File: src/sv/rti_pkg.sv
package rti_pkg;

  localparam int COORD_WIDTH = 21;
  localparam int FRAC_BITS = 10;

  // Packed vector of three coordinates.
  localparam int VW = 3 * COORD_WIDTH;
  // Edge and offset vectors carry one more bit than a coordinate.
  localparam int EW = COORD_WIDTH + 1;
  // Cross products, one bit wider than the wider of the two product terms.
  localparam int QW = 2 * COORD_WIDTH + 3;
  // Dot products.
  localparam int DW = 3 * COORD_WIDTH + 6;
  // Split of a cross product component for the dot-product multipliers.
  localparam int LB = COORD_WIDTH + 1;
  localparam int HW = QW - LB;
  localparam int PPW = 2 * COORD_WIDTH + 3;
  localparam int PSW = PPW + 2;
  // Chunks of a dot product for multiplication by a coordinate-sized value.
  localparam int CH = COORD_WIDTH + 2;
  localparam int CPW = CH + COORD_WIDTH;
  localparam int NW = DW + COORD_WIDTH;
  localparam int LW = DW + COORD_WIDTH + FRAC_BITS;
  // Quotient bits of one point offset, remainder width and offset sum width.
  localparam int QBITS = 2 * COORD_WIDTH - 1 - FRAC_BITS;
  localparam int RW = DW + 1;
  localparam int SUMW = QBITS + 3;

  localparam int QDEPTH = 4;
  localparam int QAW = $clog2(QDEPTH);

  localparam logic [31:0] EPS_RESET = 32'd1074;

  typedef enum logic [1:0] {
    FACE_BOTH = 2'd0,
    FACE_CW   = 2'd1,
    FACE_CCW  = 2'd2
  } face_t;

  // One classified test handed from the front end to the point unit.
  typedef struct packed {
    logic            hit;
    logic [DW-1:0]   nt;
    logic [DW-1:0]   den;
    logic [VW-1:0]   org;
    logic [VW-1:0]   dir;
  } work_t;

  function automatic logic signed [COORD_WIDTH-1:0] coord_of(input logic [VW-1:0] v,
                                                             input int i);
    coord_of = v[i*COORD_WIDTH +: COORD_WIDTH];
  endfunction

endpackage

File: src/sv/rti_queue.sv
module rti_queue (
  input  logic           clk,
  input  logic           rst,
  input  logic           in_valid,
  output logic           in_ready,
  input  rti_pkg::work_t in_work,
  output logic           out_valid,
  input  logic           out_ready,
  output rti_pkg::work_t out_work
);
  import rti_pkg::*;

  work_t          mem [QDEPTH];
  logic [QAW-1:0] wp, rp;
  logic [QAW:0]   cnt;
  logic           push, pop;

  assign in_ready  = cnt != (QAW+1)'(QDEPTH);
  assign out_valid = cnt != '0;
  assign out_work  = mem[rp];
  assign push      = in_valid && in_ready;
  assign pop       = out_valid && out_ready;

  always_ff @(posedge clk) begin
    if (push) mem[wp] <= in_work;
  end

  always_ff @(posedge clk) begin
    if (rst) begin
      wp  <= '0;
      rp  <= '0;
      cnt <= '0;
    end else begin
      if (push) wp <= wp + 1'b1;
      if (pop) rp <= rp + 1'b1;
      if (push && !pop) cnt <= cnt + 1'b1;
      else if (pop && !push) cnt <= cnt - 1'b1;
    end
  end

  a_cnt_bound: assert property (@(posedge clk) disable iff (rst)
    cnt <= (QAW+1)'(QDEPTH))
    else $error("queue count exceeds its depth");

  a_cnt_push: assert property (@(posedge clk) disable iff (rst)
    (push && !pop) |=> cnt == $past(cnt) + 1'b1)
    else $error("queue count missed a push");

endmodule

File: config.mk
export PLATFORM = sky130hd
export DESIGN_NAME = rti_queue
export DESIGN_NICKNAME = d
export VERILOG_FILES = /design/src/sv/rti_pkg.sv /design/src/sv/rti_queue.sv
export SDC_FILE = /design/constraint.sdc
export NUM_CORES = 1
export LEC_CHECK = 0
export ABC_AREA = 1
export BUFFER_PORTS_ARGS = -buffer_cell sky130_fd_sc_hd__buf_4
export CAP_MARGIN = 40
export CORE_MARGIN = 4
export CORE_UTILIZATION = 45
export CTS_CLUSTER_DIAMETER = 30
export DETAILED_ROUTE_END_ITERATION = 12
export GPL_TIMING_DRIVEN = 0
export PLACE_DENSITY_LB_ADDON = 0.2
export SYNTH_ARGS = -nofsm -noshare
export SYNTH_HDL_FRONTEND = slang
export SYNTH_SLANG_ARGS = --single-unit
File: constraint.sdc
create_clock -name clk -period 22 [get_ports clk]
set_input_delay 4.4 -clock clk [delete_from_list [all_inputs] [get_ports clk]]
set_output_delay 4.4 -clock clk [all_outputs]
set_load 0.05 [all_outputs]
Word level (Yosys, flattened, before mapping) --
Memories as Yosys holds them, arrays and structs flattened. A register that Yosys moved wholly into a read port is not among the register bits. Index checks and enable logic that the tools add are counted.
Storage, ports and cells: input port bits 269, bits in read-only memories 0, bits in registers 7, memories kept 1, latch bits 0, RAM bits 1060
Cells by class: reduce and logical (&&, ||, !) cells 8, add/subtract/negate cells 4, multipliers 0, shift operators 0, mux-type cells 6, equal/unequal tests 1, $lt $le $gt $ge 0, bitwise logic cells 0, div/mod/pow operators 0
Memory list:
- mem | depth 4, width 265, rd ports 1, clocked after memory_dff 1, write ports 1, line rti_queue.sv:13 | work_t mem [QDEPTH];
Operators with widths (count):
- 3-bit two-way mux | 2
- 2-bit by 1-bit adder with 2-bit output (second input constant) | 2
- 1-bit logical AND | 4
- 2-bit two-way mux | 2
- 3-bit by 1-bit adder with 3-bit output (second input constant) | 1
- 3-bit inequality test (second input constant) | 1
- 3-bit nonzero test | 1
- 3-bit by 1-bit subtractor with 3-bit output (second input constant) | 1
- 1-bit logical NOT | 2
- 1-bit two-way mux | 2
- 2-bit nonzero test | 1

Longest topological paths before layout --
word-level depth 6, gate-level depth with buffers 13, gate-level depth less buffers 13

Least setup slack after synthesis --
Ideal clock, no wire load.
path kind in2reg, start point in in_valid, end point mem mem[0][0] (netlist name) (enable), buffers on the path 0, path slack 5.576 ns, cell stages on the path 2, data required time 21.103 ns, arrival time 15.526 ns, path through nand2_1 -> nor2_1
On the way: word-level cells in the longest chain between the ends 3
RTL lines:
- start, declared | line rti_queue.sv:4 | input logic in_valid,
- 1-bit logical AND | line rti_queue.sv:21 | assign push = in_valid && in_ready;
- 1-bit two-way mux | line rti_queue.sv:25 | if (push) mem[wp] <= in_work;
- 1-bit two-way mux (implied by the code) | line rti_queue.sv:25
- end, declared | line rti_queue.sv:13
Every way passes these cells.

==> reports/metrics.yaml <==
grt:
  grt_pass1_vias: 26700
  antenna_found_initial: 16
  track_usage_pct: 23.6
  grt_max_degree: 26
  grt_overflow_total: 0
  grt_pass1_wl_mm: 165
clock_tree:
  post_cts.repair.setup_buffers: 0
  cts-root-buf: "clkbuf_16"
  cts_tree: "built"
  hold_buffers: 0
  clockBufferDepth: 3
  cts.reportedPaths.clkPinSlew_ns: 0.05
  cts.sinks: 1069
  insertion_delay_ns: 0.77
  cts_resized: 0
  cts_max_level: 4
  cts_buffers: 196
detailed_routing:
  vias: 26000
  first_pass_iters: 5
  drtIter0Drc: 2181
  routed_wirelength_mm: 113
  routedWlPerCell_um: 23.7
  drc: 0
  antenna_left: 0
  vias_per_cell: 5.48
run_status:
  status: "finished, final reports clean"
yosys:
  yosys.area_share.simple_pct: 5.38
  synth_cell_type_count: 19
  netlist_instances: 2630
  synth_area_per_cell_um2: 15.0
  ys_warn_count: 0
  synth-edff-count: 1060
  synth_area_leaders: "edfxtp_1 80%, o21ai_0 5.7%, nor2_1 5.2%"
  synth_top_family_by_area: "compound AO/OA/AOI/OAI gates"
  ys_async_sr_fraction_pct: 0
  yosys-top-cells-count: "1,060 x edfxtp_1, 544 x nor2_1, 450 x o21ai_0"
  synthMuxAreaShare_pct: 0
  synth_fa_ha_area_share_pct: 0.209
  synth-compound-area-share_pct: 10.9
  syn-cell-area_mm2: 0.0395
  ys_seq_elements: 1069
  yosysTopAreaCell: "edfxtp_1"
  synth-xor-area-share_pct: 0.0221
  ys_seq_area_share_pct: 80.9
  synth.most_common_cell: "edfxtp_1"
  netlist.area_leader.share_pct: 80.5
  synth_nets: 2905
  dominantRegCellSynth: "edfxtp_1"
critical_path:
  cp-end-kind: "output pin"
  cp-start-kind: "register"
  crit_arrival_ns: 3.26
  cp_max_fo: 10
  critPathRequiredTime_ns: 17.60
  crit_type: "register to output pin"
  ff2ff_path_depth: 8
die:
  initial_utilization_pct: 45.4
  num_rows: 108
  dieWidth_um: 304
  dieArea_mm2: 0.0927
  ios: 536
  die_h_um: 304
  core_mm2: 0.0870
timing:
  fin_ws_ns: 14.34
  post-route-period-util_pct: 34.8
  clock.fmax_mhz: 131
  slew_headroom_pct: 49.0
  holdWs_ns: 0.511
  finalCriticalPeriod_ns: 7.66
  slew_violations: 0
  finalHoldViolations: 0
  grt_setup_unrepaired: "false"
  finClkSkew_ns: 0.0404
  tns_ns: 0
  finalSetupViolCount: 0
  worst-slew-pin-transition_ns: 0.763
final_layout:
  design_area_mm2: 0.0527
  multi_input_area_mm2: 0.00658
  drive_gt1_share_pct: 27.2
  fin_cells: 4747
  seq_area_mm2: 0.0320
  area_delta_synth_final_pct: 33.3
  fill_cells: 6503
  fin_nets: 3692
run:
  drv_cap: 0
worst_hold_path:
  hold_path.class: "register to register"
  whs_path_depth: 2
placement:
  pre_cts_ws_ns: 15.10
  postPlaceCellArea_mm2: 0.0462
  placedCellCount: 4374
  portBuffers: 535
  gp_routability_congestion: 0.783
  dpl.hpwl_mm: 74.7
power_and_ir_drop:
  p_leak_nw: 18.8
  power_density_mw_per_mm2: 149
  peakVddDrop_v: 0.000102
==> cell families (layout without fill, tap and decap cells) <==
family                   count (synthesis)  count (layout)
AND/OR/NAND/NOR                        564             564
XOR/XNOR                                 1               1
AO/OA/AOI/OAI                          799             799
adder cells (fa/ha/maj)                  6               6
other                                    0              11
flip-flops                            1069            1069
buffers and inverters                  191            1142
==> metal layers <==
metal / wire [um] / global-route usage [%] / up-vias
met2: 57600 / 40.3 / 1022
met4: 3430 / 8.88 / 10
met5: 83 / 0 / -
met1: 42900 / 28.7 / 13100
li1: - / - / 11700
met3: 8620 / 6.58 / 190
==> worst max-delay path, cell delays in order (launching register included) <==
cell and delay, ns:
dfxtp_1 0.43, inv_1 0.21, clkbuf_1 0.42, buf_8 0.22, clkbuf_1 0.42, o21ai_0 0.20, o22ai_1 0.30, buf_4 0.27
==> sequential cells by signal, indices dropped and copies added (netlist names), named ones only <==
register,flops
wp,2
rp,2
mem,1060
cnt,3
==> report_power, final <==
part	total, mW	switching [mW]	internal (mW)	leakage [nW]
sequential	2.52	0.0458	2.48	9.78
combinational	2.43	1.79	0.642	5.89
clock	2.87	0.986	1.89	3.11
total	7.83	2.82	5.01	18.8
==> through the flow <==
step / utilization (%) / power (mW)
final: 60.6 / 7.83
after global routing: 60.6 / 8.11
after CTS: 60.6 / 7.88
after detailed placement: 53.1 / 5.00
after global placement: 51.7 / 5.07
after floorplan: - / 4.14
==> cells in the final DEF, fill, tap and decap left out, types with 2 or more instances in the layout <==
master and instances:
a21oi_1 3, clkinv_4 11, edfxtp_1 1060, clkinv_16 3, nor2_4 4, o21ai_1 81, o21ai_0 450, inv_1 15
dfxtp_1 9, inv_16 4, clkinvlp_4 19, diode_2 11, clkbuf_1 118, bufinv_16 22, clkinv_8 2, inv_6 9
ha_1 5, buf_2 44, buf_8 2, buf_4 556, buf_12 37, buf_16 15, clkinv_1 39, clkinv_2 32
nand2_1 15, nand3_1 4, clkbuf_16 196, buf_6 18, nor2_1 540, o22ai_1 265
==> area by class of cell <==
type	count	area share, %
antenna	11	0.0522
inverter	16	0.123
sequential	1069	60.7
buffer	175	1.76
timing repair buffer	589	9.86
tap	1155	2.74
multi-input combinational	1370	12.5
clock buffer	222	9.49
clock inverter	140	2.80
==> worst paths after layout <==
check | startpoint | to | slack (ns)
min | rp[0]$_SDFFE_PP0P_ | rp[0]$_SDFFE_PP0P_ | 0.51
max reg2reg | cnt[0]$_SDFFE_PP0P_ | mem[0][103]$_DFFE_PP_ | 19.11
max | register | out_work[99] | 14.34
min reg2reg | rp[0]$_SDFFE_PP0P_ | rp[0]$_SDFFE_PP0P_ | 0.51
Note: power is estimated with default switching activity, not from simulation.
